### config.mk
export PLATFORM = sky130hd
export DESIGN_NAME = dks_ctrl
export DESIGN_NICKNAME = d
export VERILOG_FILES = /design/src/dks_pkg.sv /design/src/dks_ctrl.sv
export SDC_FILE = /design/constraint.sdc
export NUM_CORES = 1
export LEC_CHECK = 0
export BUFFER_PORTS_ARGS = -buffer_cell sky130_fd_sc_hd__buf_2
export CAP_MARGIN = 20
export CORE_AREA = 2 2 39 41
export DETAILED_ROUTE_END_ITERATION = 8
export DIE_AREA = 0 0 41 43
export PLACE_DENSITY_LB_ADDON = 0.1
export SLEW_MARGIN = 20
export SYNTH_ARGS = -nofsm -noshare
export SYNTH_HDL_FRONTEND = slang
export SYNTH_SLANG_ARGS = --single-unit
export TNS_END_PERCENT = 5
### constraint.sdc
create_clock -name clk -period 1.47 [get_ports clk]
set_clock_uncertainty 0.15 [all_clocks]
set_input_delay 0.2205 -clock clk [delete_from_list [all_inputs] [get_ports clk]]
set_output_delay 0.2205 -clock clk [all_outputs]
set_load 0.01 [all_outputs]
### src/dks_pkg.sv
// ----------------------------------------------------------------------------
// dks_pkg: shared types and constants for the distance key sorter
// Field widths, controller command and status structs.
// ----------------------------------------------------------------------------
package dks_pkg;

	localparam int KeyW = 31;
	localparam int TagW = 16;
	localparam int DefMaxItems = 64;

	// controller -> datapath commands
	typedef struct packed {
		logic load;   // store the input item (if room)
		logic emit;   // pop the head item into the output register
		logic clear;  // start a new set
	} dks_cmd_t;

	// datapath -> controller status
	typedef struct packed {
		logic empty;  // no stored items left
		logic one;    // exactly one stored item left
	} dks_sts_t;

endpackage

### src/dks_ctrl.sv
// ----------------------------------------------------------------------------
// dks_ctrl: load/emit controller
// Accepts items in LOAD; after the last item drains the chain in EMIT.
// ----------------------------------------------------------------------------
module dks_ctrl
	import dks_pkg::*;
(
	input  logic     clk,
	input  logic     arst_n,
	input  logic     s_tvalid,
	output logic     s_tready,
	input  logic     in_last,
	output logic     m_tvalid,
	input  logic     m_tready,
	output logic     out_last,
	output logic     out_overflow,
	output logic     out_load,      // capture head into output register
	input  logic     dropped,
	input  dks_sts_t sts,
	output dks_cmd_t cmd
);

	typedef enum logic [1:0] {
		ST_LOAD = 2'b01,
		ST_EMIT = 2'b10
	} state_t;

	state_t state_q;
	logic vld_q, last_q, ovf_q;
	logic s_acc, slot_free, pop;

	assign s_tready  = (state_q == ST_LOAD);
	assign s_acc     = s_tvalid && s_tready;
	assign slot_free = !vld_q || m_tready;
	assign pop       = (state_q == ST_EMIT) && !sts.empty && slot_free;
	assign out_load  = pop;

	always_comb begin
		cmd.load  = s_acc;
		cmd.emit  = pop;
		cmd.clear = pop && sts.one;
	end

	// state and output register control
	always_ff @(posedge clk or negedge arst_n) begin
		if (!arst_n) begin
			state_q <= ST_LOAD;
			vld_q   <= 1'b0;
			last_q  <= 1'b0;
			ovf_q   <= 1'b0;
		end else begin
			if (pop) begin
				vld_q  <= 1'b1;
				last_q <= sts.one;
				ovf_q  <= dropped;
			end else if (m_tready) begin
				vld_q <= 1'b0;
			end
			case (state_q)
				ST_LOAD: if (s_acc && in_last) state_q <= ST_EMIT;
				ST_EMIT: if (pop && sts.one) state_q <= ST_LOAD;
				default: state_q <= ST_LOAD;
			endcase
		end
	end

	assign m_tvalid     = vld_q;
	assign out_last     = last_q;
	assign out_overflow = ovf_q;

`ifndef SYNTH
	a_no_load_emit: assert property (@(posedge clk) disable iff (!arst_n)
		!(cmd.load && cmd.emit)) else $error("load and emit together");
	a_emit_nonempty: assert property (@(posedge clk) disable iff (!arst_n)
		(state_q == ST_EMIT) |-> !sts.empty) else $error("emit state with empty chain");
	a_last_ends: assert property (@(posedge clk) disable iff (!arst_n)
		(pop && sts.one) |=> state_q == ST_LOAD) else $error("set did not end");
`endif

endmodule

==> results of run 1 <==
[worst register-to-register path, stage by stage (launching register included)]
cell and delay [ns]:
dfstp_2 0.52, nand2b_4 0.13, nor3_4 0.04, buf_6 0.12, buf_6 0.11, mux2_1 0.30
[cells in the final DEF (no fill, tap or decap), drive strengths merged, types with 2 or more instances in the layout]
master       netlist  final
and2               2      2
buf                2     18
clkbuf             0      4
dfrtp              4      4
dlygate4sd3        0      2
mux2               2      2
[layout make-up]
class | instances | share of cell area
Clock buffer | 4 | 0.0593
Multi-Input combinational cell | 12 | 0.285
Sequential cell | 5 | 0.285
Tap cell | 16 | 0.0452
Timing Repair Buffer | 20 | 0.325
[cell families after synthesis]
group / count (synthesis) / synth area share
flops: 5 / 0.479
buf+inv: 2 / 0.0569
simple gates: 7 / 0.284
mux: 2 / 0.0853
compound gates: 3 / 0.0948
[metal layers]
layer | wire length (µm) | vias to the layer above
met2 | 250 | 11
li1 | - | 109
met1 | 240 | 97
met5 | 0 | -
met4 | 0 | 0
met3 | 56 | 0
[report_power, final]
part	switching, mW	leakage, nW	internal, mW	total (mW)
Combinational	0.0514	0.138	0.0755	0.127
Clock	0.0574	0.0150	0.103	0.160
Sequential	0.0142	0.0617	0.168	0.183
Total	0.123	0.215	0.347	0.470
[timing repair]
item | in CTS | in global routing
buffers inserted | 3 | 0
setup endpoints to repair | 4 | 6
hold buffers | 2 | 0
pin swaps | 3 | 1
gates cloned | 0 | 0
resized for setup | 3 | 3
endpoints found under the hold margin | 6 | 0
[flip-flops by register name, summed over array words and instances, names as in the netlist]
name,flops
m_tvalid,1
out_overflow,1
out_last,1
state_q,2
[final timing paths]
path,from,end,slack (ns),cells past startpoint
min in group asynchronous,arst_n,out_last$_DFFE_PN0P_,0.17,2
worst max register to register,state_q[0]$_DFFE_PN1P_,out_last$_DFFE_PN0P_,-0.01,5
worst min register to register,out_last$_DFFE_PN0P_,out_last$_DFFE_PN0P_,0.33,1
worst min-delay path,dropped,out_overflow$_DFFE_PN0P_,0.06,2
max in group asynchronous,arst_n,state_q[0]$_DFFE_PN1P_,0.78,2
worst max-delay path,state_q[0]$_DFFE_PN1P_,cmd[0],-0.1,4
[through the flow]
stage | power, mW | TNS [ns] | hold slack, ns | worst slack [ns] | instance area, µm²
3_3_place_gp | 0.288 | 0 | -0.108 | 0.0970 | 344
2_1_floorplan | 0.245 | 0 | -0.225 | 0.0507 | 264
4_1_cts | 0.473 | -0.530 | 0.0430 | -0.110 | 432
6_report | 0.470 | -0.272 | 0.0637 | -0.0987 | 443
3_5_place_dp | 0.289 | 0 | -0.107 | 0.0913 | 344
5_1_grt | 0.502 | -0.490 | 0.0591 | -0.122 | 443
==> flow_metrics.tcl, run 1 <==
set metrics [dict create \
    ys_ff_latch 5 \
    io_pins 16 \
    critPathKind "reg2out" \
    grtUsageTotal 0.0747 \
    syn_avg_cell_area_um2 13.9 \
    n_antenna_cell 0 \
    clock_latency_ns 0.24 \
    vias 217 \
    synthArstFlopShare 1.00 \
    wirelength_um 548 \
    setup_viol_count_final 5 \
    cellLeakagePower_nw 0.215 \
    path_cells "nand2b_4, nor3_4, and2_1, buf_2" \
    areaGrowthSynthToFinish_pct 67.8 \
    firstDrtPassIters 2 \
    path_delay_family "flip-flops" \
    syn_nets 27 \
    start_kind "flop" \
    irDropWorstVdd_v 0.000380 \
    die_area_um2 1760 \
    synth.most_common_cell "dfrtp_1" \
    synth_top_area_frac 0.379 \
    max_clock_freq_mhz 637 \
    drc 0 \
    fin_util 0.320 \
    rows 14 \
    drtIter0Drc 2 \
    regArea_um2 126 \
    yosys-top-cells-count "dfrtp_1, buf_4, mux2_1" \
    netlist-cell-type-count 14 \
    rsz0062_at_grt "yes" \
    cts_inserted_buffers 3 \
    crit_arrival_ns 1.20 \
    multi_input_comb_area_um2 126 \
    overflow 0 \
    max_slew_margin 0.810 \
    grt_antenna_before_repair 0 \
    synth_largest_area_cell "dfrtp_1" \
    violations "setup timing" \
    synth_area_leaders "dfrtp_1, dfstp_2, mux2_1" \
    place_inst 48 \
    gp_congestion 0.572 \
    port-buffer-count 15 \
    grt_pass1_vias 200 \
    die_width_um 41 \
    fin_cells 57 \
    finalNetCount 50 \
    postSynthCellCount 19 \
    htree_levels 1 \
    start_util 0.191 \
    use_met2 0.0875 \
    post-route-period-util 1.07 \
    antenna_left 0 \
    wl_per_cell_um 9.61 \
    cts_tree "done" \
    fin_ws_ns -0.0987 \
    end_kind "output port" \
    cp_max_fo 2 \
    crit_slowest_cell "dfstp_2" \
    synth_ff_type "dfrtp_1" \
    place_hpwl_um 393 \
    yosys_warnings 0 \
    cts_buffer_depth 2 \
    core-area_um2 1380 \
    ys_seq_area_frac 0.479 \
    path_buf_inv 1 \
    slowest_delay_ns 0.52 \
    use_met1 0.0918 \
    grt_max_degree 6 \
    path_clk_slew_ns 0.04 \
    final-hold-violation-count 0 \
    synth_area_um2 264 \
    num-fill-cells 154 \
    viasPerCell 3.81 \
    min_path_type "in2reg" \
    status "complete, but fails checks" \
    clock-sinks 5 \
    cts_root_buf "clkbuf_4" \
    worstPathRequired_ns 1.10 \
    fp.dieH_um 43 \
    drive_gt1_frac 0.683 \
    synth-edff-count 0 \
    met3_usage 0.0314 \
    finalCriticalPeriod_ns 1.57 \
    worst_pin_slew_ns 0.284 \
    grt_pass1_wl_um 800 \
    maxCapViolCount 0 \
    grt-busiest-layer "met1" \
    drv_slew 0 \
    powerDensity_nw_per_um2 1060 \
]
Note: power is estimated with default switching activity, not from simulation.
==> run 2, diff against run 1 <==
- PLACE_DENSITY_LB_ADDON: 0.1 -> default
==> flow_metrics.tcl, run 2 (synthesized netlist as in run 1, its figures left out) <==
set metrics [dict create \
    wl_per_cell_um 9.51 \
    regMostFlops "state_q" \
    max_clock_freq_mhz 637 \
    min_path_type "in2reg" \
    status "complete, but fails checks" \
    antenna_left 0 \
    cts_tree "done" \
    cts_inserted_buffers 3 \
    port-buffer-count 15 \
    grt_pass1_vias 219 \
    drv_slew 0 \
    die_area_um2 1760 \
    layout_commonest_cell "buf_2" \
    cts_buffer_depth 2 \
    cellLeakagePower_nw 0.217 \
    fp.dieH_um 43 \
    start_util 0.191 \
    max_slew_margin 0.822 \
    wirelength_um 542 \
    drive_gt1_frac 0.707 \
    vias 229 \
    crit_slowest_cell "dfstp_2" \
    path_cells "nand2b_4, nor3_4, buf_4, buf_2" \
    firstDrtPassIters 2 \
    htree_levels 1 \
    crit_arrival_ns 1.20 \
    fin_area_um2 430 \
    rsz0062_at_grt "yes" \
    path_delay_family "flip-flops" \
    fin_util 0.311 \
    powerDensity_nw_per_um2 1110 \
    violations "setup timing" \
    end_kind "output port" \
    r2r_end "out_overflow$_DFFE_PN0P_" \
    clock-sinks 5 \
    post-route-period-util 1.07 \
    rows 14 \
    post-place-ws_ns 0.0890 \
    finalCriticalPeriod_ns 1.57 \
    grtUsageTotal 0.0809 \
    mostFrequentLayoutCells "buf_2, dfrtp_1, clkbuf_4" \
    largest_register_ffs 2 \
    finalNetCount 50 \
    worstPathRequired_ns 1.10 \
    worstHoldStart "sts[1]" \
    num-fill-cells 143 \
    slowest_delay_ns 0.52 \
    timing.rr.start "state_q[0]$_DFFE_PN1P_" \
    path_clk_slew_ns 0.04 \
    gp_congestion 0.577 \
    drtIter0Drc 5 \
    core-area_um2 1380 \
    grt_pass1_wl_um 869 \
    crit_end "cmd[1]" \
    fin_ws_ns -0.0987 \
    die_width_um 41 \
    areaGrowthSynthToFinish_pct 63.0 \
    reg2regPathDepth 5 \
    maxCapViolCount 0 \
    cp_num_cells 4 \
    grt_antenna_before_repair 0 \
    critPathKind "reg2out" \
    grt_max_degree 6 \
    final-hold-violation-count 0 \
    drc 0 \
    path_buf_inv 2 \
    cp_max_fo 3 \
    cts_root_buf "clkbuf_4" \
    io_pins 16 \
    start_kind "flop" \
    reg2reg_slack_ns -0.02 \
    viasPerCell 4.02 \
    startpoint "state_q[0]$_DFFE_PN1P_" \
    clock_latency_ns 0.24 \
    finalPower_mw 0.478 \
    n_antenna_cell 0 \
    irDropWorstVdd_v 0.000555 \
    placed_area_um2 344 \
    worst_pin_slew_ns 0.267 \
    setup_viol_count_final 6 \
    holdWs_ns 0.0671 \
    overflow 0 \
]
-- run 2: changes by cell type in the layout (fill, tap and decap cells not counted) --
cell	before	now
buf_2	12	14
mux2_1	1	0
mux2_4	1	2
buf_4	1	2
buf_6	5	2
-- run 2: worst min path at each step --
| stage | to | slack [ns] | cells past startpoint |
|---|---|---|---|
| after floorplan | m_tvalid$_DFFE_PN0P_ | -0.23 | 0 |
| after global placement | m_tvalid$_DFFE_PN0P_ | -0.11 | 1 |
| after detailed placement | state_q[1]$_DFFE_PN0P_ | -0.11 | 1 |
| after CTS | m_tvalid$_DFFE_PN0P_ | 0.06 | 2 |
| after global routing | m_tvalid$_DFFE_PN0P_ | 0.07 | 2 |
| final | m_tvalid$_DFFE_PN0P_ | 0.07 | 2 |
-- run 2: metrics by stage --
stage | TNS, ns | cells
2_1_floorplan | 0 | 19
3_3_place_gp | 0 | 48
3_5_place_dp | 0 | 48
4_1_cts | -0.202 | 56
5_1_grt | -0.694 | 57
6_report | -0.373 | 57
-- run 2: what timing repair did --
| item | CTS | global route |
|---|---|---|
| hold buffers | 2 | 0 |
| endpoints found under the hold margin | 6 | 0 |
| pin swaps | 3 | 1 |
| setup buffers | 2 | 1 |
| setup endpoints to repair | 4 | 6 |
| resized for setup | 1 | 3 |
-- run 2: report_power, final --
| part | switching, mW | internal (mW) |
|---|---|---|
| sequential | 0.0154 | 0.169 |
| combinational | 0.0529 | 0.0827 |
| clock | 0.0556 | 0.103 |
-- run 2: area by class of cell --
type,count,area (µm²),share of cell area
timing repair buffer,20,128,0.297
tap,16,20.0,0.0465
sequential,5,126,0.294
clock buffer,4,26.3,0.0610
multi-input combinational,12,130,0.302
-- run 2: per-layer routing --
| layer | up-vias | track usage | wire [µm] |
|---|---|---|---|
| met3 | 0 | 0.0942 | 75 |
| li1 | 107 | - | - |
| met4 | 0 | 0.0200 | 0 |
| met1 | 108 | 0.0888 | 243 |
| met2 | 14 | 0.100 | 223 |
| met5 | - | 0 | 0 |
==> run 3, diff against run 2 <==
- CELL_PAD_IN_SITES_DETAIL_PLACEMENT: default -> 0
- CELL_PAD_IN_SITES_GLOBAL_PLACEMENT: default -> 2
- PLACE_DENSITY_LB_ADDON: default -> 0.1
- clock period: 1.47 -> 1.45 ns (I/O delays scaled with it)
==> flow_metrics.tcl, run 3 (synthesized netlist as in run 1, its figures left out) <==
set metrics [dict create \
    max_clock_freq_mhz 635 \
    largest_register_ffs 2 \
    cp_max_fo 3 \
    wl_per_cell_um 10.2 \
    post-place-ws_ns 0.0654 \
    grt_pass1_wl_um 897 \
    end_kind "output port" \
    areaGrowthSynthToFinish_pct 66.4 \
    cts_inserted_buffers 3 \
    start_util 0.191 \
    critPathKind "reg2out" \
    use_met2 0.131 \
    n_antenna_cell 0 \
    maxCapViolCount 0 \
    path_clk_slew_ns 0.04 \
    die_width_um 41 \
    antenna_left 0 \
    regMostFlops "state_q" \
    clock-sinks 5 \
    drtIter0Drc 0 \
    cts_root_buf "clkbuf_4" \
    path_cells "nand2b_4, nor3_4, and2_1, buf_2" \
    layout_commonest_cell "buf_2" \
    irDropWorstVdd_v 0.000473 \
    gp_congestion 0.579 \
    drv_slew 0 \
    setup_viol_count_final 4 \
    finalNetCount 51 \
    worstPathRequired_ns 1.08 \
    max_slew_margin 0.802 \
    slowest_delay_ns 0.52 \
    status "complete, but fails checks" \
    core-area_um2 1380 \
    drc 0 \
    mostFrequentLayoutCells "buf_2, dfrtp_1, buf_4" \
    violations "setup timing" \
    regArea_um2 126 \
    start_kind "flop" \
    met3_usage 0.0314 \
    grt-busiest-layer "met2" \
    vias 230 \
    num-fill-cells 157 \
    grt_pass1_vias 231 \
    cellLeakagePower_nw 0.216 \
    path_delay_family "flip-flops" \
    post-route-period-util 1.09 \
    grtUsageTotal 0.0819 \
    port-buffer-count 15 \
    holdWs_ns 0.0476 \
    drive_gt1_frac 0.667 \
    io_pins 16 \
    use_met1 0.0789 \
    min_path_type "in2reg" \
    firstDrtPassIters 1 \
    worst_pin_slew_ns 0.296 \
    place_hpwl_um 434 \
    crit_slowest_cell "dfstp_2" \
    rsz0062_at_grt "yes" \
    crit_arrival_ns 1.21 \
    grt_max_degree 6 \
    wirelength_um 590 \
    overflow 0 \
    final-hold-violation-count 0 \
    die_area_um2 1760 \
    cts_buffer_depth 2 \
    finalCriticalPeriod_ns 1.57 \
    powerDensity_nw_per_um2 1050 \
    fp.dieH_um 43 \
    grt_antenna_before_repair 0 \
    cts_tree "done" \
    fin_ws_ns -0.125 \
    path_buf_inv 1 \
    rows 14 \
    clock_latency_ns 0.24 \
    htree_levels 1 \
    multi_input_comb_area_um2 123 \
    viasPerCell 3.97 \
]
==> run 3: cell types whose count changed in the layout (fill, tap and decap cells not counted), sizes merged <==
cell,change
buf,+1
==> run 3: path summary, 6_finish.rpt <==
kind	startpoint	endpoint	slack, ns	depth (start not counted)
setup / recovery	state_q[0]$_DFFE_PN1P_	cmd[0]	-0.12	4
hold / removal	dropped	out_overflow$_DFFE_PN0P_	0.05	2
setup reg to reg	m_tvalid$_DFFE_PN0P_	out_overflow$_DFFE_PN0P_	0.04	4
hold reg to reg	out_overflow$_DFFE_PN0P_	out_overflow$_DFFE_PN0P_	0.33	1
max in group asynchronous	arst_n	state_q[0]$_DFFE_PN1P_	0.76	2
min in group asynchronous	arst_n	out_last$_DFFE_PN0P_	0.17	2
==> run 3: report_power, final <==
part	total (mW)	internal, mW	switching [mW]	leakage [nW]
Clock	0.158	0.104	0.0539	0.0150
Sequential	0.185	0.171	0.0140	0.0617
Combinational	0.120	0.0681	0.0523	0.140
==> run 3: final cells by class <==
cell class	count	share of cell area
clock buffers	4	0.0598
multi-input cells	12	0.279
flip-flops and latches	5	0.288
well taps	16	0.0456
repair buffers	21	0.328
==> run 3: metrics by stage <==
| stage | power (mW) | cell area (µm²) | utilization | instances | TNS [ns] |
|---|---|---|---|---|---|
| floorplan | 0.248 | 264 | - | 19 | 0 |
| global placement | 0.294 | 344 | 0.249 | 48 | 0 |
| detailed placement | 0.295 | 344 | 0.249 | 48 | 0 |
| CTS | 0.476 | 432 | 0.312 | 57 | -0.433 |
| global route | 0.504 | 439 | 0.317 | 58 | -0.616 |
| finish | 0.463 | 439 | 0.317 | 58 | -0.374 |
==> run 3: repair_timing <==
action,CTS,global route
endpoints found under the hold margin,6,0
gates resized for setup,3,0
setup endpoints to repair,4,6
buffers inserted,3,1
hold buffers,2,0
pin swaps,3,2
==> run 3: worst register-to-register path, stage by stage, from the launching register on <==
cell and delay (ns):
dfrtp_1 0.36, nor2b_4 0.14, nor3_4 0.19, buf_4 0.15, mux2_1 0.30
==> run 3: layer usage <==
metal / up-vias / wire length [µm]
met2: 11 / 303
met3: 0 / 56
li1: 110 / -
met4: 0 / 0
met1: 109 / 229
met5: - / 0
